### config.mk
export PLATFORM = sky130hd
export DESIGN_NAME = host_port_string_splitter_flat
export DESIGN_NICKNAME = d
export VERILOG_FILES = /design/src/rtl/hpss_pkg.sv /design/src/rtl/hpss_char_if.sv /design/src/rtl/hpss_split_if.sv /design/src/rtl/hpss_result.sv /design/src/rtl/host_port_string_splitter.sv /design/src/flat_wrapper.sv
export SDC_FILE = /design/constraint.sdc
export NUM_CORES = 1
export LEC_CHECK = 0
export BUFFER_PORTS_ARGS = -buffer_cell sky130_fd_sc_hd__buf_2
export CAP_MARGIN = 30
export CORE_MARGIN = 1.5
export CORE_UTILIZATION = 47
export CTS_BUF_LIST = sky130_fd_sc_hd__clkbuf_8 sky130_fd_sc_hd__clkbuf_16
export CTS_CLUSTER_DIAMETER = 50
export DETAILED_ROUTE_END_ITERATION = 8
export PLACE_DENSITY = 0.7
export SYNTH_ARGS = -nofsm -noshare
export SYNTH_HDL_FRONTEND = slang
export SYNTH_SLANG_ARGS = --single-unit
### constraint.sdc
create_clock -name i_clk -period 3.85 [get_ports i_clk]
set_input_delay 0.385 -clock i_clk [delete_from_list [all_inputs] [get_ports i_clk]]
set_output_delay 0.385 -clock i_clk [all_outputs]
set_load 0.02 [all_outputs]
### src/rtl/hpss_pkg.sv
// ----------------------------------------------------------------------------
// hpss_pkg
// Shared types and constants for the host[:port] string splitter.
// ----------------------------------------------------------------------------
package hpss_pkg;

    // Longest string handled; MAX_LEN bytes or more is reported as too long.
    localparam int MAX_LEN = 1024;
    // Position counter must hold MAX_LEN itself (saturation value).
    localparam int POS_W   = $clog2(MAX_LEN + 1);
    // Width of the offset and count fields of a result item.
    localparam int FIELD_W = 10;

    localparam logic [7:0] CHR_NUL   = 8'h00;
    localparam logic [7:0] CHR_LBR   = 8'h5B;   // '['
    localparam logic [7:0] CHR_RBR   = 8'h5D;   // ']'
    localparam logic [7:0] CHR_COLON = 8'h3A;   // ':'

    localparam logic [1:0] ST_OK       = 2'd0;
    localparam logic [1:0] ST_SYNTAX   = 2'd1;
    localparam logic [1:0] ST_TOO_LONG = 2'd2;

    typedef enum logic [2:0] {
        MODE_START    = 3'd0,
        MODE_BR_HOST  = 3'd1,
        MODE_BR_AFTER = 3'd2,
        MODE_BR_COLON = 3'd3,
        MODE_BR_PORT  = 3'd4,
        MODE_PLAIN    = 3'd5
    } t_mode;

    typedef struct packed {
        t_mode              mode;
        logic [POS_W-1:0]   position;
        logic [POS_W-1:0]   colons_seen;
        logic [POS_W-1:0]   last_colon_pos;
        logic [POS_W-1:0]   close_bracket_pos;
        logic               error_flag;
        logic               too_long_flag;
    } t_parse_state;

    typedef struct packed {
        logic [1:0]         status;
        logic               host_start;
        logic [FIELD_W-1:0] host_len;
        logic [FIELD_W-1:0] port_start;
        logic [FIELD_W-1:0] port_len;
        logic               is_bracketed;
        logic [FIELD_W-1:0] colon_count;
    } t_result;

endpackage

### src/rtl/hpss_char_if.sv
// ----------------------------------------------------------------------------
// hpss_char_if
// Byte channel: one string byte per item, valid/ready handshake.
// ----------------------------------------------------------------------------
interface hpss_char_if;
    logic       valid;
    logic       ready;
    logic [7:0] char_code;

    modport source (output valid, output char_code, input ready);
    modport sink   (input valid, input char_code, output ready);
endinterface

### src/rtl/hpss_split_if.sv
// ----------------------------------------------------------------------------
// hpss_split_if
// Result channel: one split result per terminated string, valid/ready.
// ----------------------------------------------------------------------------
interface hpss_split_if;
    logic       valid;
    logic       ready;
    logic [1:0] status;
    logic       host_start;
    logic [9:0] host_len;
    logic [9:0] port_start;
    logic [9:0] port_len;
    logic       is_bracketed;
    logic [9:0] colon_count;

    modport source (
        output valid, output status, output host_start, output host_len,
        output port_start, output port_len, output is_bracketed,
        output colon_count, input ready
    );
    modport sink (
        input valid, input status, input host_start, input host_len,
        input port_start, input port_len, input is_bracketed,
        input colon_count, output ready
    );
endinterface

### src/rtl/hpss_result.sv
// ----------------------------------------------------------------------------
// hpss_result
// Turns the parse state at the terminating NUL into a result item.
// ----------------------------------------------------------------------------
module hpss_result (
    input  hpss_pkg::t_parse_state i_state,
    output hpss_pkg::t_result      o_result
);

    logic [hpss_pkg::FIELD_W-1:0] w_len;
    logic [hpss_pkg::FIELD_W-1:0] w_cbp;
    logic [hpss_pkg::FIELD_W-1:0] w_lcp;

    // Offsets and counts wrap to field width, so reduce first then add.
    assign w_len = hpss_pkg::FIELD_W'(i_state.position);
    assign w_cbp = hpss_pkg::FIELD_W'(i_state.close_bracket_pos);
    assign w_lcp = hpss_pkg::FIELD_W'(i_state.last_colon_pos);

    always_comb begin
        o_result = '0;
        o_result.status = hpss_pkg::ST_SYNTAX;
        if (i_state.too_long_flag) begin
            o_result.status = hpss_pkg::ST_TOO_LONG;
        end else if (!i_state.error_flag) begin
            case (i_state.mode)
                hpss_pkg::MODE_BR_AFTER: begin
                    o_result.status       = hpss_pkg::ST_OK;
                    o_result.host_start   = 1'b1;
                    o_result.is_bracketed = 1'b1;
                    o_result.host_len     = w_cbp - hpss_pkg::FIELD_W'(1);
                    o_result.port_start   = w_cbp + hpss_pkg::FIELD_W'(1);
                end
                hpss_pkg::MODE_BR_PORT: begin
                    o_result.status       = hpss_pkg::ST_OK;
                    o_result.host_start   = 1'b1;
                    o_result.is_bracketed = 1'b1;
                    o_result.host_len     = w_cbp - hpss_pkg::FIELD_W'(1);
                    o_result.port_start   = w_cbp + hpss_pkg::FIELD_W'(2);
                    o_result.port_len     = w_len - w_cbp - hpss_pkg::FIELD_W'(2);
                end
                hpss_pkg::MODE_PLAIN: begin
                    if (i_state.colons_seen == hpss_pkg::POS_W'(1)) begin
                        // host:port, both halves non-empty
                        if (i_state.last_colon_pos != '0 &&
                            i_state.last_colon_pos + hpss_pkg::POS_W'(1)
                                != i_state.position) begin
                            o_result.status      = hpss_pkg::ST_OK;
                            o_result.host_len    = w_lcp;
                            o_result.port_start  = w_lcp + hpss_pkg::FIELD_W'(1);
                            o_result.port_len    = w_len - w_lcp
                                                   - hpss_pkg::FIELD_W'(1);
                            o_result.colon_count = hpss_pkg::FIELD_W'(1);
                        end
                    end else begin
                        // no colon or several: all host
                        o_result.status      = hpss_pkg::ST_OK;
                        o_result.host_len    = w_len;
                        o_result.port_start  = w_len;
                        o_result.colon_count =
                            hpss_pkg::FIELD_W'(i_state.colons_seen);
                    end
                end
                default: begin
                    o_result.status = hpss_pkg::ST_SYNTAX;
                end
            endcase
        end
    end

endmodule

### src/rtl/host_port_string_splitter.sv
// ----------------------------------------------------------------------------
// host_port_string_splitter
// Splits a NUL-terminated host[:port] byte stream into host and port parts.
// ----------------------------------------------------------------------------
//
//  channel   dir  handshake     payload
//  i_char    in   valid/ready   char_code[7:0]
//  o_split   out  valid/ready   status, host_start, host_len, port_start,
//                               port_len, is_bracketed, colon_count
//
//  One byte is accepted per cycle while i_char.ready is high. Non-NUL bytes
//  update the parse state registers in the cycle they are accepted; the NUL
//  byte loads the result register and returns the parse state to start of
//  string in that same edge. The result appears in the cycle after the NUL.
//  Reset (synchronous, active low) clears the parse state and the result valid.
//  i_char.ready drops only while a result is held and o_split.ready is low.
// ----------------------------------------------------------------------------
module host_port_string_splitter (
    input  logic                 i_clk,
    input  logic                 i_rst_n,
    hpss_char_if.sink            i_char,
    hpss_split_if.source         o_split
);

    hpss_pkg::t_parse_state r_state, n_state;
    hpss_pkg::t_result      r_result;
    hpss_pkg::t_result      w_result;
    logic                   r_out_valid, n_out_valid;
    logic                   w_accept;
    logic                   w_is_nul;
    logic [7:0]             w_c;
    logic [hpss_pkg::POS_W-1:0] w_p;

    // Result register doubles as the skid: take a byte whenever it is free
    // or being emptied this cycle.
    assign i_char.ready = !r_out_valid || o_split.ready;
    assign w_accept     = i_char.valid && i_char.ready;
    assign w_c          = i_char.char_code;
    assign w_is_nul     = (w_c == hpss_pkg::CHR_NUL);
    assign w_p          = r_state.position;

    hpss_result u_result (
        .i_state  (r_state),
        .o_result (w_result)
    );

    always_comb begin
        n_state     = r_state;
        n_out_valid = r_out_valid && !o_split.ready;

        if (w_accept && w_is_nul) begin
            n_out_valid = 1'b1;
            n_state     = '0;
            n_state.mode = hpss_pkg::MODE_START;
        end else if (w_accept) begin
            // position saturates at MAX_LEN; reaching it marks too long
            if (w_p >= hpss_pkg::POS_W'(hpss_pkg::MAX_LEN - 1)) begin
                n_state.too_long_flag = 1'b1;
                n_state.position      = hpss_pkg::POS_W'(hpss_pkg::MAX_LEN);
            end else begin
                n_state.position = w_p + hpss_pkg::POS_W'(1);
            end

            if (!(r_state.error_flag || n_state.too_long_flag)) begin
                case (r_state.mode)
                    hpss_pkg::MODE_START: begin
                        if (w_c == hpss_pkg::CHR_LBR) begin
                            n_state.mode = hpss_pkg::MODE_BR_HOST;
                        end else if (w_c == hpss_pkg::CHR_RBR) begin
                            n_state.error_flag = 1'b1;
                        end else begin
                            n_state.mode = hpss_pkg::MODE_PLAIN;
                            if (w_c == hpss_pkg::CHR_COLON) begin
                                n_state.colons_seen    = hpss_pkg::POS_W'(1);
                                n_state.last_colon_pos = w_p;
                            end
                        end
                    end
                    hpss_pkg::MODE_BR_HOST: begin
                        if (w_c == hpss_pkg::CHR_LBR) begin
                            n_state.error_flag = 1'b1;   // nested bracket
                        end else if (w_c == hpss_pkg::CHR_RBR) begin
                            if (w_p == hpss_pkg::POS_W'(1)) begin
                                n_state.error_flag = 1'b1;   // empty host
                            end else begin
                                n_state.close_bracket_pos = w_p;
                                n_state.mode = hpss_pkg::MODE_BR_AFTER;
                            end
                        end
                    end
                    hpss_pkg::MODE_BR_AFTER: begin
                        if (w_c == hpss_pkg::CHR_COLON) begin
                            n_state.mode = hpss_pkg::MODE_BR_COLON;
                        end else begin
                            n_state.error_flag = 1'b1;   // junk after ']'
                        end
                    end
                    hpss_pkg::MODE_BR_COLON, hpss_pkg::MODE_BR_PORT: begin
                        if (w_c == hpss_pkg::CHR_RBR) begin
                            n_state.error_flag = 1'b1;
                        end else begin
                            n_state.mode = hpss_pkg::MODE_BR_PORT;
                        end
                    end
                    default: begin
                        // plain host text
                        if (w_c == hpss_pkg::CHR_RBR) begin
                            n_state.error_flag = 1'b1;
                        end else if (w_c == hpss_pkg::CHR_COLON) begin
                            n_state.colons_seen    = r_state.colons_seen
                                                     + hpss_pkg::POS_W'(1);
                            n_state.last_colon_pos = w_p;
                        end
                    end
                endcase
            end
        end
    end

    always_ff @(posedge i_clk) begin
        if (!i_rst_n) begin
            // all-zero state is start of string (MODE_START encodes as zero)
            r_state      <= '0;
            r_out_valid  <= 1'b0;
        end else begin
            r_state     <= n_state;
            r_out_valid <= n_out_valid;
        end
        if (w_accept && w_is_nul) begin
            r_result <= w_result;
        end
    end

    assign o_split.valid        = r_out_valid;
    assign o_split.status       = r_result.status;
    assign o_split.host_start   = r_result.host_start;
    assign o_split.host_len     = r_result.host_len;
    assign o_split.port_start   = r_result.port_start;
    assign o_split.port_len     = r_result.port_len;
    assign o_split.is_bracketed = r_result.is_bracketed;
    assign o_split.colon_count  = r_result.colon_count;

endmodule
### src/flat_wrapper.sv
// flat-port wrapper written by rule: the top's interface ports become plain ports
module host_port_string_splitter_flat 
  (i_clk, i_rst_n, i_char_valid, i_char_char_code, i_char_ready, o_split_valid, o_split_status, o_split_host_start, o_split_host_len, o_split_port_start, o_split_port_len, o_split_is_bracketed, o_split_colon_count, o_split_ready);
  hpss_char_if i_char_i ();
  hpss_split_if o_split_i ();
  input  logic i_clk;
  input  logic i_rst_n;
  input wire logic [$bits(i_char_i.valid)-1:0] i_char_valid;
  input wire logic [$bits(i_char_i.char_code)-1:0] i_char_char_code;
  output wire logic [$bits(i_char_i.ready)-1:0] i_char_ready;
  output wire logic [$bits(o_split_i.valid)-1:0] o_split_valid;
  output wire logic [$bits(o_split_i.status)-1:0] o_split_status;
  output wire logic [$bits(o_split_i.host_start)-1:0] o_split_host_start;
  output wire logic [$bits(o_split_i.host_len)-1:0] o_split_host_len;
  output wire logic [$bits(o_split_i.port_start)-1:0] o_split_port_start;
  output wire logic [$bits(o_split_i.port_len)-1:0] o_split_port_len;
  output wire logic [$bits(o_split_i.is_bracketed)-1:0] o_split_is_bracketed;
  output wire logic [$bits(o_split_i.colon_count)-1:0] o_split_colon_count;
  input wire logic [$bits(o_split_i.ready)-1:0] o_split_ready;
  assign i_char_i.valid = i_char_valid;
  assign i_char_i.char_code = i_char_char_code;
  assign i_char_ready = i_char_i.ready;
  assign o_split_valid = o_split_i.valid;
  assign o_split_status = o_split_i.status;
  assign o_split_host_start = o_split_i.host_start;
  assign o_split_host_len = o_split_i.host_len;
  assign o_split_port_start = o_split_i.port_start;
  assign o_split_port_len = o_split_i.port_len;
  assign o_split_is_bracketed = o_split_i.is_bracketed;
  assign o_split_colon_count = o_split_i.colon_count;
  assign o_split_i.ready = o_split_ready;
  host_port_string_splitter u_core (.i_clk(i_clk), .i_rst_n(i_rst_n), .i_char(i_char_i), .o_split(o_split_i));
endmodule
==> impl.org, run 1 <==
** Global routing
- The total overflow left after global routing is 0.
- Maximum number of pins on one net before global-route repair :: 31
- In the global route stage, overall resource usage came out at 0.269.
- Number of antenna violations at the first check in global routing :: 0
- Global-route wire length before repair :: 27100 um
- The via count of the first global-routing pass came to 4996.

** Synthesis
- Counting flops with a built-in enable in the synthesized netlist gives 43.
- The share of the Yosys chip area taken by registers is 0.375.
- Synth Net Count :: ~770
- Mean post-synth cell area :: 8.47 um^2
- Counting every instance in the synthesized netlist gives ~700.
- Total of flip-flops plus latches after synthesis :: 92
- The synthesized netlist occupies a cell area of 6060 um^2.
- After synthesis, the netlist uses 61 different library cells.
- After synthesis, the share of flip-flops with an asynchronous set or reset is 0.
- Most used DFF post-synth :: sky130_fd_sc_hd__dfxtp_1
- Yosys printed 0 warnings.

** Cells and area
- Number of nets at the end of the flow :: 806
- Filler instances :: 1211
- In the final layout, the share of cells above drive strength 1 is 0.134.
- Antenna diode count :: 0
- Area taken by flip-flops and latches :: 2270 um^2
- Leaving out fill and tap cells, the most frequent cells in the layout are sky130_fd_sc_hd__nor2_1, sky130_fd_sc_hd__a21oi_1, sky130_fd_sc_hd__buf_2.
- Final instance count without filler cells :: 932
- From synthesis to final layout, the design area changed by 12.2%.
- The library cell used most frequently in the layout, excluding fill and tap cells, is sky130_fd_sc_hd__nor2_1.
- Summed area of non-filler cells in the final layout :: 6800 um^2
- Summing all multi-input logic gate instances after layout gives approximately 3400 um^2.

** Clock tree
- Post-CTS repair changed the size of 0 cells.
- The clock passes through at most 2 buffers.
- CTS clk-pin slew, worst paths :: ~0.070 ns
- Clock buffer count from CTS :: 9
- Post-CTS timing repair inserted 0 buffers for setup.
- The clock drives 92 sinks.
- CTS H-Tree Depth :: 3
- Number of buffers added to fix hold violations after cts :: 0
- At the later pin of the worst-skew pair, clock insertion delay measures 0.36 ns.
- TritonCTS built the clock tree.
- Root Buffer Master :: sky130_fd_sc_hd__clkbuf_16

** Detailed routing
- The count of nets left with antenna violations once routing finished came out at 0.
- Post-detailed-route wirelength per cell :: 19.2 um
- Router iterations before antenna repair :: 6
- Aggregate routed wire length :: 17900 um
- After detailed routing, the number of remaining DRC violations is 0.
- Drt initial violations :: 608
- Vias per Instance :: approximately 5.9
- The routed layout has 5490 vias.

** Power
- Power density over the cells :: 321 nW/um^2
- Pleak :: between 2 and 3 nW
- Maximum VDD drop :: a little over 0.2 mV

** STA
- For the final database, setup skew stands at 0.00954 ns.
- Based on the critical path, the design can be clocked at up to 0.302 GHz.
- Sum of negative setup slack :: 0 ns
- Measured slew at the worst slew-check pin :: 0.830 ns
- Final hold violation count :: 0
- The number of slew-limit violations in the final report was 0.
- Setup repair after global routing left no endpoint under its margin.
- Setup violations remaining at the end of the flow were counted as 0.
- In this run the tightest slew margin relative to its limit is 0.445.
- Smallest hold slack :: 0.301 ns
- Subtracting the final worst setup slack from the clock period gives 3.31 ns.
- Share of the cycle needed by the critical path after routing :: 0.861

** Min path
- Worst Hold Class :: input pin to flop
- Counting instances, the worst hold path has a depth of 2.
- The startpoint identified for the worst hold timing path is i_rst_n.
- For hold timing, the worst endpoint is u_core.o_split.valid$_SDFF_PN0_.

** Worst setup path
- Cell Chain, Critical Path :: inv_1 -> ha_1 -> xor2_1 -> a311oi_1 -> o21ai_0 -> a2111o_1 -> or4_1 -> nand3_2 -> o22ai_1
- R2R Setup Slk :: 0.54 ns
- Worst r2r src :: u_core.r_state[13]$_SDFFE_PP0P_
- Critical path endpoint category :: flop
- Critical-path top delay cell :: sky130_fd_sc_hd__or4_1
- Reg-to-reg endpoint :: u_core.o_split.port_start[2]$_SDFFCE_PP0P_
- By startpoint and endpoint, the worst setup path is classified as flop to flop.
- Counting both buffers and inverters, the worst setup path holds a total of 1.
- STA puts the critical path data arrival time at roughly 3.4 ns.
- The number of cells on the worst reg-to-reg path is 9.
- Critical Path Start Type :: flop
- On the critical path the largest part of the delay comes from simple AND/OR/NAND/NOR gates.
- Worst Path Max Fanout :: 13
- In this design, the stage delay of the slowest critical-path cell is 0.72 ns.
- Required time of the critical path :: 3.94 ns

** Placed design
- Input and output buffers added on the ports amount to 57.
- Placer Congestion :: 0.950
- Detailed placement HPWL :: 13300 um
- Counting tap cells, the placed design contains a total of 916 instances.
- Once placement finished, the instance area stood at 6490 um^2.

** Floorplan
- Floorplan die area :: 13600 um^2
- Core area :: 12600 um^2
- Io pins :: 58
- The initial utilization of the core area, before any placement, comes to 0.480.
- In this run the vertical extent of the chip is 117 um.
- Row count :: 41
- From left edge to right edge, the die measures 117 um.

** Job
- Count of maximum capacitance violations :: 0

** Run status
- The flow ran to the end, and the final reports show no timing, DRC or antenna violations.
[cell families after synthesis]
family / after synthesis / synth area share
simple gates: 260 / 0.215
buf+inv: 96 / 0.0638
flops: 92 / 0.375
fa+ha+maj: 39 / 0.0830
mux: 12 / 0.0198
compound gates: 157 / 0.157
xor+xnor: 59 / 0.0853
[registers in the layout, summed over array words and instances, names as in the netlist]
name                        count
u_core.o_split.port_start      10
u_core.o_split.port_len        10
u_core.o_split.status           2
u_core.o_split.colon_count     10
u_core.w_p                     11
u_core.o_split.host_start       1
u_core.r_state                 37
u_core.o_split.valid            1
u_core.o_split.host_len        10
[stage by stage]
stage	total power, mW	setup slack, ns	utilization
after floorplan	1.22	1.02	-
after global placement	1.29	0.739	0.515
after detailed placement	1.29	0.588	0.515
after CTS	2.18	0.592	0.538
after global routing	2.25	0.426	0.538
final	2.18	0.537	0.538
[routing by layer]
metal	GRT usage	routed length, um	share of wire
met3	0.0529	1520	0.085
met2	0.416	8070	0.45
met4	0.110	535	0.030
met5	0	0	0
met1	0.370	7740	0.43
[final cells by class]
cell class                 instances  share of cell area
sequential                        92               0.334
inverter                          50              0.0276
clock buffer                       9              0.0331
clock inverter                     7              0.0112
multi-input combinational        527               0.500
tap                              172              0.0317
timing repair buffer              75              0.0619
[cells in the mapped netlist (3+ instances only)]
cell type / n / area share
sky130_fd_sc_hd__xor2_1: 20 / 0.029
sky130_fd_sc_hd__inv_1: 49 / 0.030
sky130_fd_sc_hd__dfxtp_1: 49 / 0.16
sky130_fd_sc_hd__a31oi_1: 8 / 0.0083
sky130_fd_sc_hd__nor4_1: 15 / 0.015
sky130_fd_sc_hd__a22oi_1: 10 / 0.012
sky130_fd_sc_hd__ha_1: 37 / 0.076
sky130_fd_sc_hd__nor2_1: 85 / 0.053
sky130_fd_sc_hd__a21boi_0: 3 / 0.0037
sky130_fd_sc_hd__nor2b_1: 8 / 0.0083
sky130_fd_sc_hd__a21oi_1: 61 / 0.050
sky130_fd_sc_hd__nor3b_1: 4 / 0.0050
sky130_fd_sc_hd__nand2b_1: 6 / 0.0062
sky130_fd_sc_hd__or4_1: 3 / 0.0037
sky130_fd_sc_hd__and4_1: 3 / 0.0043
sky130_fd_sc_hd__nand4_1: 5 / 0.0052
sky130_fd_sc_hd__and3_1: 10 / 0.010
sky130_fd_sc_hd__buf_2: 8 / 0.0066
sky130_fd_sc_hd__nand2_1: 49 / 0.030
sky130_fd_sc_hd__nand3_2: 3 / 0.0050
sky130_fd_sc_hd__xnor2_1: 39 / 0.056
sky130_fd_sc_hd__clkbuf_1: 33 / 0.020
sky130_fd_sc_hd__nand3_1: 25 / 0.021
sky130_fd_sc_hd__o21ai_0: 21 / 0.017
sky130_fd_sc_hd__a211oi_1: 4 / 0.0050
sky130_fd_sc_hd__a21o_1: 3 / 0.0037
sky130_fd_sc_hd__or3_1: 5 / 0.0052
sky130_fd_sc_hd__o22ai_1: 27 / 0.028
sky130_fd_sc_hd__mux2i_1: 12 / 0.020
sky130_fd_sc_hd__edfxtp_1: 43 / 0.21
sky130_fd_sc_hd__nor3_1: 17 / 0.014
sky130_fd_sc_hd__and2_1: 12 / 0.012
[worst reg2reg max path: cells and delay by family, from the launching register on]
kind	cells	cell delay [ns]
flip-flops	1	0.49
AO/OA/AOI/OAI	4	0.90
buffers and inverters	1	0.14
XOR/XNOR	1	0.15
adder cells (fa/ha/maj)	1	0.34
AND/OR/NAND/NOR	2	1.03
[where the power goes]
group | total, mW | switching (mW) | internal, mW
sequential | 1.04 | 0.0164 | 1.02
combinational | 0.235 | 0.147 | 0.0879
clock | 0.907 | 0.443 | 0.463
total | 2.18 | 0.607 | 1.57
[worst max path at each step]
stage / from / to / slack (ns) / cells past startpoint
CTS: u_core.r_state[13]$_SDFFE_PP0P_ / u_core.o_split.port_start[2]$_SDFFCE_PP0P_ / 0.59 / 9
finish: u_core.r_state[13]$_SDFFE_PP0P_ / u_core.o_split.port_start[2]$_SDFFCE_PP0P_ / 0.54 / 9
floorplan: u_core.r_state[13]$_SDFFE_PP0P_ / u_core.o_split.port_start[3]$_SDFFCE_PP0P_ / 1.02 / 11
detailed placement: u_core.r_state[13]$_SDFFE_PP0P_ / u_core.o_split.port_start[2]$_SDFFCE_PP0P_ / 0.59 / 9
global placement: u_core.r_state[13]$_SDFFE_PP0P_ / u_core.o_split.port_start[6]$_SDFFCE_PP0P_ / 0.74 / 9
global route: u_core.r_state[13]$_SDFFE_PP0P_ / u_core.o_split.port_start[2]$_SDFFCE_PP0P_ / 0.43 / 9
(Power assumes the default switching activity.)
==> run 2: changes to the inputs <==
PLACE_DENSITY = 0.62   (was 0.7)
==> run 2 against run 1 <==
Against the previous run: clock skew rose by 0.00087 ns; die area did not move; clock power rose by 2.4%; non-clock buffer count did not move; sequential share of layout area fell by 0.16 points; combinational power rose by 2%; via count fell by 0.51%; critical path type unchanged; highest routed layer unchanged.
==> impl.org, run 2 (synthesis results as in run 1) <==
** STA
- Final-report setup violation count :: 0 (unchanged)
- The tightest hold margin was 0.309 ns (was 0.301 ns).
- The slew at the pin closest to its max-slew limit was 0.899 ns (was 0.830 ns).
- The max-slew headroom at the worst pin was 0.398 (was 0.445).
- The smallest setup slack after layout was 0.504 ns (was 0.537 ns).
- RSZ-0062 raised after global routing: false (unchanged).
- The worst setup skew after layout came to 0.0104 ns (was 0.00954 ns).
- Sum of negative setup slack :: 0 ns (unchanged)
- The shortest clock period the worst path allows after layout was 3.35 ns (was 3.31 ns).
- Share of the cycle needed by the critical path after routing :: 0.869 (was 0.861)
- Pins over their slew limit :: 0 (unchanged)
- Achievable clock frequency :: 0.299 GHz (was 0.302 GHz)
- Final hold violation count :: 0 (unchanged)

** Placed design
- Placer Congestion :: 0.936 (was 0.950)
- The HPWL after detailed placement came to 13600 um (was 13300 um).
- The worst setup slack after placement was 0.590 ns (was 0.588 ns).
- Count of input and output buffers :: 57 (unchanged)
- Cells after DPL :: 916 (unchanged)
- Total cell area at the placement stage :: 6520 um^2 (was 6490 um^2)

** Worst setup path
- Required time of the critical path :: 3.94 ns (about the same)
- The worst-case reg-to-reg path depth came to 9 (unchanged).
- R2R Setup Slk :: 0.50 ns (was 0.54 ns)
- Worst Path Max Fanout :: 10 (was 13)
- Critical Path Start Type :: flop (unchanged)
- The destination of the worst register-to-register timing path is u_core.o_split.port_start[6]$_SDFFCE_PP0P_ (was u_core.o_split.port_start[2]$_SDFFCE_PP0P_).
- The data arrival at the endpoint of the critical path is 3.44 ns (was 3.40 ns).
- WS Path Type :: flop to flop (unchanged)
- Critical-path top delay cell :: sky130_fd_sc_hd__or4_1 (unchanged)
- The type of destination of the critical path is a flop (unchanged).
- The worst reg2reg path startpoint is u_core.r_state[13]$_SDFFE_PP0P_ (unchanged).
- Highest cell delay on the worst timing path :: 0.73 ns (was 0.72 ns)
- Capture point of the critical path :: u_core.o_split.port_start[6]$_SDFFCE_PP0P_ (was u_core.o_split.port_start[2]$_SDFFCE_PP0P_)
- Critical Path Start :: u_core.r_state[13]$_SDFFE_PP0P_ (unchanged)
- Dominant cell type by count on the critical path :: sky130_fd_sc_hd__o21ai_0
- Cell Chain, Critical Path: inv_1 -> ha_1 -> xor2_1 -> a311oi_1 -> o21ai_0 -> a2111o_1 -> or4_1 -> nand4_2 -> o21ai_0 (was inv_1 -> ha_1 -> xor2_1 -> a311oi_1 -> o21ai_0 -> a2111o_1 -> or4_1 -> nand3_2 -> o22ai_1).

** Cells and area
- Summed area of non-filler cells in the final layout :: 6830 um^2 (was 6800 um^2)
- Most common library cell in the layout ignoring fill and taps :: sky130_fd_sc_hd__nor2_1 (unchanged)
- Number of nets at the end of the flow :: 806 (unchanged)
- Util after Layout :: 0.541 (was 0.538)
- The count of inserted antenna diode cells was 0 (unchanged).
- P&R area growth vs syn :: 12.7% (was 12.2%)
- Commonest cells after routing, fill and taps aside: sky130_fd_sc_hd__nor2_1, sky130_fd_sc_hd__a21oi_1, sky130_fd_sc_hd__buf_2 (unchanged).
- The layout cell share with drive strength beyond 1 came to 0.133 (was 0.134).
- Register name with the most flops :: u_core.r_state (unchanged)
- Number of flip-flops under the largest register name :: 37 (unchanged)
- The final non-filler cell total came to 932 (unchanged).

** Detailed routing
- The residual antenna-violating net count after detailed routing is 0 (unchanged).
- Drt initial violations :: 581 (was 608)
- Aggregate routed wire length :: 18200 um (was 17900 um)
- Router iterations before antenna repair :: 5 (was 6)
- The mean routed wirelength per cell came to 19.6 um (was 19.2 um).
- Vias per Instance :: 5.86 (was 5.89)
- The detailed-route via count came to 5462 (was 5490).
- The post-route DRC violation count is 0 (unchanged).

** Floorplan
- The row count came to 41 (unchanged).
- The die area was 13600 um^2 (unchanged).
- The vertical die dimension is 117 um (unchanged).
- Starting Density :: 0.480 (unchanged)
- The count of boundary I/O pins came to 58 (unchanged).
- The horizontal die dimension was 117 um (unchanged).
- The placeable core area came to 12600 um^2 (unchanged).

** Min path
- The path class of the lowest-slack min-delay path is input pin to flop (unchanged).

** Global routing
- The remaining global-route overflow was 0 (unchanged).
- Number of antenna violations at the first check in global routing :: 0 (unchanged)
- Maximum number of pins on one net before global-route repair :: 28 (was 31)
- The global-route usage over all layers came to 0.282 (was 0.269).
- The first-pass GRT wire length came to 28200 um (was 27100 um).
- Vias in the first global route :: 4988 (was 4996)

** Clock tree
- CTS tree :: yes (unchanged)
- The cell at the root of the clock tree is sky130_fd_sc_hd__clkbuf_16 (unchanged).
- Clock buffer depth :: 2 (unchanged)
- # resized after CTS :: 0 (unchanged)
- Number of buffers added to fix hold violations after cts :: 0 (unchanged)
- Clock buffer count from CTS :: 9 (unchanged)
- Post-CTS setup buffer count :: 0 (unchanged)
- The clock sink count was 92 (unchanged).
- The clock-pin transition on the worst setup and hold timing paths came to 0.07 ns (about the same).
- The worst-skew pair later-pin latency was 0.36 ns (about the same).
- The H-tree level count came to 3 (unchanged).

** Power
- Tot Pwr :: 2.21 mW (was 2.18 mW)
- The leakage power is 2.74 nW (was 2.73 nW).
- Power density over the cells :: 324 nW/um^2 (was 321 nW/um^2)
- The maximum resistive drop on vdd came to 0.168 mV (was 0.203 mV).

** Job
- Count of maximum capacitance violations :: 0 (unchanged)

** Run status
- Status: finished clean (unchanged).
==> run 2: worst max-delay path, delay by kind of cell, from the launching register on <==
kind | cells | cell delay (ns)
xor+xnor | 1 | 0.15
buf+inv | 1 | 0.13
simple gates | 2 | 1.08
flops | 1 | 0.49
fa+ha+maj | 1 | 0.35
compound gates | 4 | 0.87
==> run 2: how the worst min path moves through the flow <==
stage	startpoint	to	slack, ns	depth (start not counted)
after detailed placement	u_core.r_state[23]$_SDFFE_PP0P_	u_core.r_state[23]$_SDFFE_PP0P_	0.51	1
final	i_rst_n	u_core.o_split.valid$_SDFF_PN0_	0.31	2
after CTS	i_rst_n	u_core.o_split.valid$_SDFF_PN0_	0.30	2
after floorplan	u_core.r_state[23]$_SDFFE_PP0P_	u_core.r_state[23]$_SDFFE_PP0P_	0.48	1
after global placement	u_core.r_state[34]$_SDFFE_PP0P_	u_core.r_state[34]$_SDFFE_PP0P_	0.50	2
after global routing	i_rst_n	u_core.o_split.valid$_SDFF_PN0_	0.31	2
==> run 2: routing by layer <==
metal	part of all wire	wire [um]	global-route usage
met3	0.073	1320	0.0441
met2	0.45	8190	0.441
met5	0	0	0
met4	0.036	663	0.133
met1	0.44	8070	0.382
==> run 2: cell type report <==
cell class | count | area (um^2)
sequential | 92 | 2270
clock buffer | 10 | 239
clock inverter | 6 | 71.3
inverter | 50 | 188
fill | 1235 | 5790
timing repair buffer | 75 | 444
tap | 172 | 215
multi-input combinational | 527 | 3400
==> run 2: where the power goes <==
part	internal [mW]	switching, mW
sequential	1.02	0.0187
clock	0.528	0.401
combinational	0.0924	0.148
total	1.64	0.567
==> run 3: changes to the inputs <==
CORE_UTILIZATION = 45   (was 47)
PLACE_DENSITY = 0.59   (was 0.62)
SYNTH_HIERARCHICAL = 1   (was default)
==> run 3 against run 2 <==
Against the previous run: setup slack better by 0.30 ns; critical path type unchanged; largest cell class unchanged; synthesized area down 0.62%; sequential power about the same; combinational power grew 2%; clock power shrank 11%; highest routed layer unchanged.
==> impl.org, run 3 <==
** Global routing
- Number of antenna violations at the first check in global routing :: 0 (unchanged)
- The pin count of the biggest net entering global routing is 45 (was 28).
- The global-route usage over all layers was 0.243 (was 0.282).
- Global-route wire length before repair :: 26300 um (was 28200 um)
- Vias in the first global route :: 4875 (was 4988)
- Grt total ovfl :: 0 (unchanged)

** Power
- Clock power share :: 0.389 (was 0.420)
- Maximum VDD drop :: 0.175 mV (was 0.168 mV)
- The power per cell area was 314 nW/um^2 (was 324 nW/um^2).
- The power spent charging and discharging nets is 0.551 mW (was 0.567 mW).
- The overall power was 2.13 mW (was 2.21 mW).
- The leakage power is 2.67 nW (was 2.74 nW).
- Cell Int Power :: 1.58 mW (was 1.64 mW)
- The switching fraction of total power came to 0.259 (was 0.257).
- Flop pwr share :: 0.496 (was 0.471)
- The portion of total power attributed to combinational logic is 0.115 (was 0.109).

** STA
- The number of slew-limit violations in the final report is 0 (unchanged).
- The fraction of the cycle the final worst path needs was 0.791 (was 0.869).
- The fmax was 0.328 GHz (was 0.299 GHz).
- The tightest hold margin was 0.307 ns (was 0.309 ns).
- The shortest clock period the worst path allows after layout is 3.05 ns (was 3.35 ns).
- The number of hold violations in the final report came to 0 (unchanged).
- The setup-violating endpoint count in the final report is 0 (unchanged).
- The worst setup skew after layout is 0.0104 ns (about the same).
- The final sum of negative setup slack was 0 ns (unchanged).
- The slew at the pin closest to its max-slew limit was 0.874 ns (was 0.899 ns).
- The max-slew headroom at the worst pin is 0.415 (was 0.398).
- RSZ-0062 raised after global routing: false (unchanged).

** Floorplan
- Starting Density :: 0.458 (was 0.480)
- Die width :: 119 um (was 117 um)
- The die area was 14100 um^2 (was 13600 um^2).
- The count of boundary I/O pins is 58 (unchanged).
- The placeable core area was 13100 um^2 (was 12600 um^2).
- Die outline height :: 119 um (was 117 um)
- The row count was 42 (was 41).

** Placed design
- The weighted congestion at the end of routability-driven global placement was 0.914 (was 0.936).
- Cells after DPL :: 886 (was 916)
- Detailed placement HPWL :: 12400 um (was 13600 um)
- Count of input and output buffers :: 57 (unchanged)

** Clock tree
- # resized after CTS :: 0 (unchanged)
- The cell at the root of the clock tree is sky130_fd_sc_hd__clkbuf_16 (unchanged).
- The total clock buffers created by CTS was 9 (unchanged).
- Clock sink total :: 93 (was 92)
- CTS clk-pin slew, worst paths :: 0.07 ns (about the same)
- Number of buffers added to fix hold violations after cts :: 0 (unchanged)
- CTS H-Tree Depth :: 3 (unchanged)
- Latest clock arrival within the worst-skew pair :: 0.35 ns (was 0.36 ns)
- Post-CTS setup buffer count :: 0 (unchanged)
- Clock buffer depth :: 2 (unchanged)
- The CTS tree is yes (unchanged).

** Worst setup path
- Critical Path Start Type :: flop (unchanged)
- Critical path endpoint category :: flop (unchanged)
- The data arrival at the endpoint of the critical path is 3.12 ns (was 3.44 ns).
- CP Buf/Inv Count :: 0 (was 1)
- The start-to-end type of the worst setup path is flop to flop (unchanged).
- Required time of the critical path :: 3.93 ns (was 3.94 ns)
- The highest-delay cell along the critical path was sky130_fd_sc_hd__or4_4 (was sky130_fd_sc_hd__or4_1).
- Cell Chain, Critical Path: ha_1 -> nand4_2 -> nor4_4 -> xnor2_2 -> xnor2_1 -> or4_4 -> o21ai_4 -> or3_1 -> o22ai_1 (was inv_1 -> ha_1 -> xor2_1 -> a311oi_1 -> o21ai_0 -> a2111o_1 -> or4_1 -> nand4_2 -> o21ai_0).
- R2R Setup Slk :: 0.80 ns (was 0.50 ns)
- Highest cell delay on the worst timing path :: 0.57 ns (was 0.73 ns)
- Worst Path Max Fanout :: 9 (was 10)
- The family with the most delay on the worst path was simple AND/OR/NAND/NOR gates (unchanged).
- Depth of the worst register-to-register path :: 9 (unchanged)
- The worst reg2reg path startpoint is u_core/r_state[13]$_SDFFE_PP0P_ (was u_core.r_state[13]$_SDFFE_PP0P_).
- Reg-to-reg endpoint :: u_core/o_split.port_len[0]$_DFFE_PP_ (was u_core.o_split.port_start[6]$_SDFFCE_PP0P_)

** Detailed routing
- Post-DRT Antenna Nets :: 0 (unchanged)
- Remaining routing DRC violations :: 0 (unchanged)
- Aggregate routed wire length :: 16800 um (was 18200 um)
- The detailed-route via count was 5233 (was 5462).
- Drt initial violations :: 399 (was 581)
- Post-detailed-route wirelength per cell :: 18.6 um (was 19.6 um)
- The number of iterations in the first detailed-routing pass came to 5 (unchanged).
- The average via count per standard cell was 5.80 (was 5.86).

** Cells and area
- The layout filler cell count was 1281 (was 1235).
- The layout cell share with drive strength beyond 1 came to 0.154 (was 0.133).
- Final instance count without filler cells :: 902 (was 932)
- Commonest cells after routing, fill and taps aside: sky130_fd_sc_hd__nand2_1, sky130_fd_sc_hd__buf_2, sky130_fd_sc_hd__dfxtp_1 (was sky130_fd_sc_hd__nor2_1, sky130_fd_sc_hd__a21oi_1, sky130_fd_sc_hd__buf_2).
- Number of flip-flops under the largest register name :: 37 (unchanged)
- The register ranked first by flip-flop count is u_core/r_state (was u_core.r_state).
- The final net count is 771 (was 806).
- The count of inserted antenna diode cells was 0 (unchanged).
- The commonest non-fill, non-tap cell in the layout was sky130_fd_sc_hd__nand2_1 (was sky130_fd_sc_hd__nor2_1).
- P&R area growth vs syn :: 12.6% (was 12.7%)

** Min path
- The terminating pin of the worst hold path was u_core/o_split.valid$_SDFF_PN0_ (was u_core.o_split.valid$_SDFF_PN0_).
- The worst hold path depth came to 2 (unchanged).
- Source of the worst hold timing path :: i_rst_n (unchanged)
- Worst Hold Class :: input pin to flop (unchanged)

** Run status
- Status :: finished clean (unchanged)

** Synthesis
- The per-instance average area after synthesis is 9.07 um^2 (was 8.47 um^2).
- Netlist area before placement :: 6020 um^2 (was 6060 um^2)
- Synth Net Count :: 714 (was 766)
- The Yosys warning count was 6 (was 0).
- Instance count of the mapped netlist :: 664 (was 715)

** Job
- Count of maximum capacitance violations :: 0 (unchanged)
[run 3: metrics by stage]
stage | setup slack [ns] | instance area (um^2) | utilization
2_1_floorplan | 1.19 | 6020 | -
3_3_place_gp | 0.912 | 6500 | 0.495
3_5_place_dp | 0.824 | 6510 | 0.495
4_1_cts | 0.810 | 6780 | 0.516
5_1_grt | 0.701 | 6780 | 0.516
6_report | 0.805 | 6780 | 0.516
[run 3: power groups by stage]
stage	Clock, mW	Combinational, mW	Sequential, mW
detailed placement	0	0.239	1.08
CTS	0.850	0.240	1.06
floorplan	0	0.178	1.07
finish	0.827	0.244	1.06
global placement	0	0.233	1.08
global route	0.883	0.270	1.06
[run 3: area by class of cell]
cell class	count	area, um^2	area share
Tap cell	176	220	0.0325
Multi-Input combinational cell	497	3410	0.502
Clock buffer	9	225	0.0332
Clock inverter	7	46.3	0.00683
Sequential cell	93	2300	0.340
Timing Repair Buffer	72	398	0.0587
Inverter	48	180	0.0266
[run 3: worst max path at each step]
| stage | end | from | slack, ns | cells past startpoint |
|---|---|---|---|---|
| 2_1_floorplan | u_core/o_split.port_len[9]$_DFFE_PP_ | u_core/w_p[1]$_SDFFE_PP0P_ | 1.19 | 14 |
| 3_3_place_gp | u_core/o_split.port_len[2]$_DFFE_PP_ | u_core/r_state[13]$_SDFFE_PP0P_ | 0.91 | 9 |
| 3_5_place_dp | u_core/o_split.port_len[0]$_DFFE_PP_ | u_core/r_state[13]$_SDFFE_PP0P_ | 0.82 | 9 |
| 4_1_cts | u_core/o_split.port_len[0]$_DFFE_PP_ | u_core/r_state[13]$_SDFFE_PP0P_ | 0.81 | 9 |
| 5_1_grt | u_core/o_split.port_len[2]$_DFFE_PP_ | u_core/r_state[13]$_SDFFE_PP0P_ | 0.70 | 9 |
| 6_report | u_core/o_split.port_len[0]$_DFFE_PP_ | u_core/r_state[13]$_SDFFE_PP0P_ | 0.80 | 9 |
[run 3: layer usage]
metal  wire length (um)  part of all wire  track usage
met3               1070             0.064       0.0415
met1               7530              0.45        0.327
met5                  0                 0            0
met4                493             0.029        0.106
met2               7680              0.46        0.385
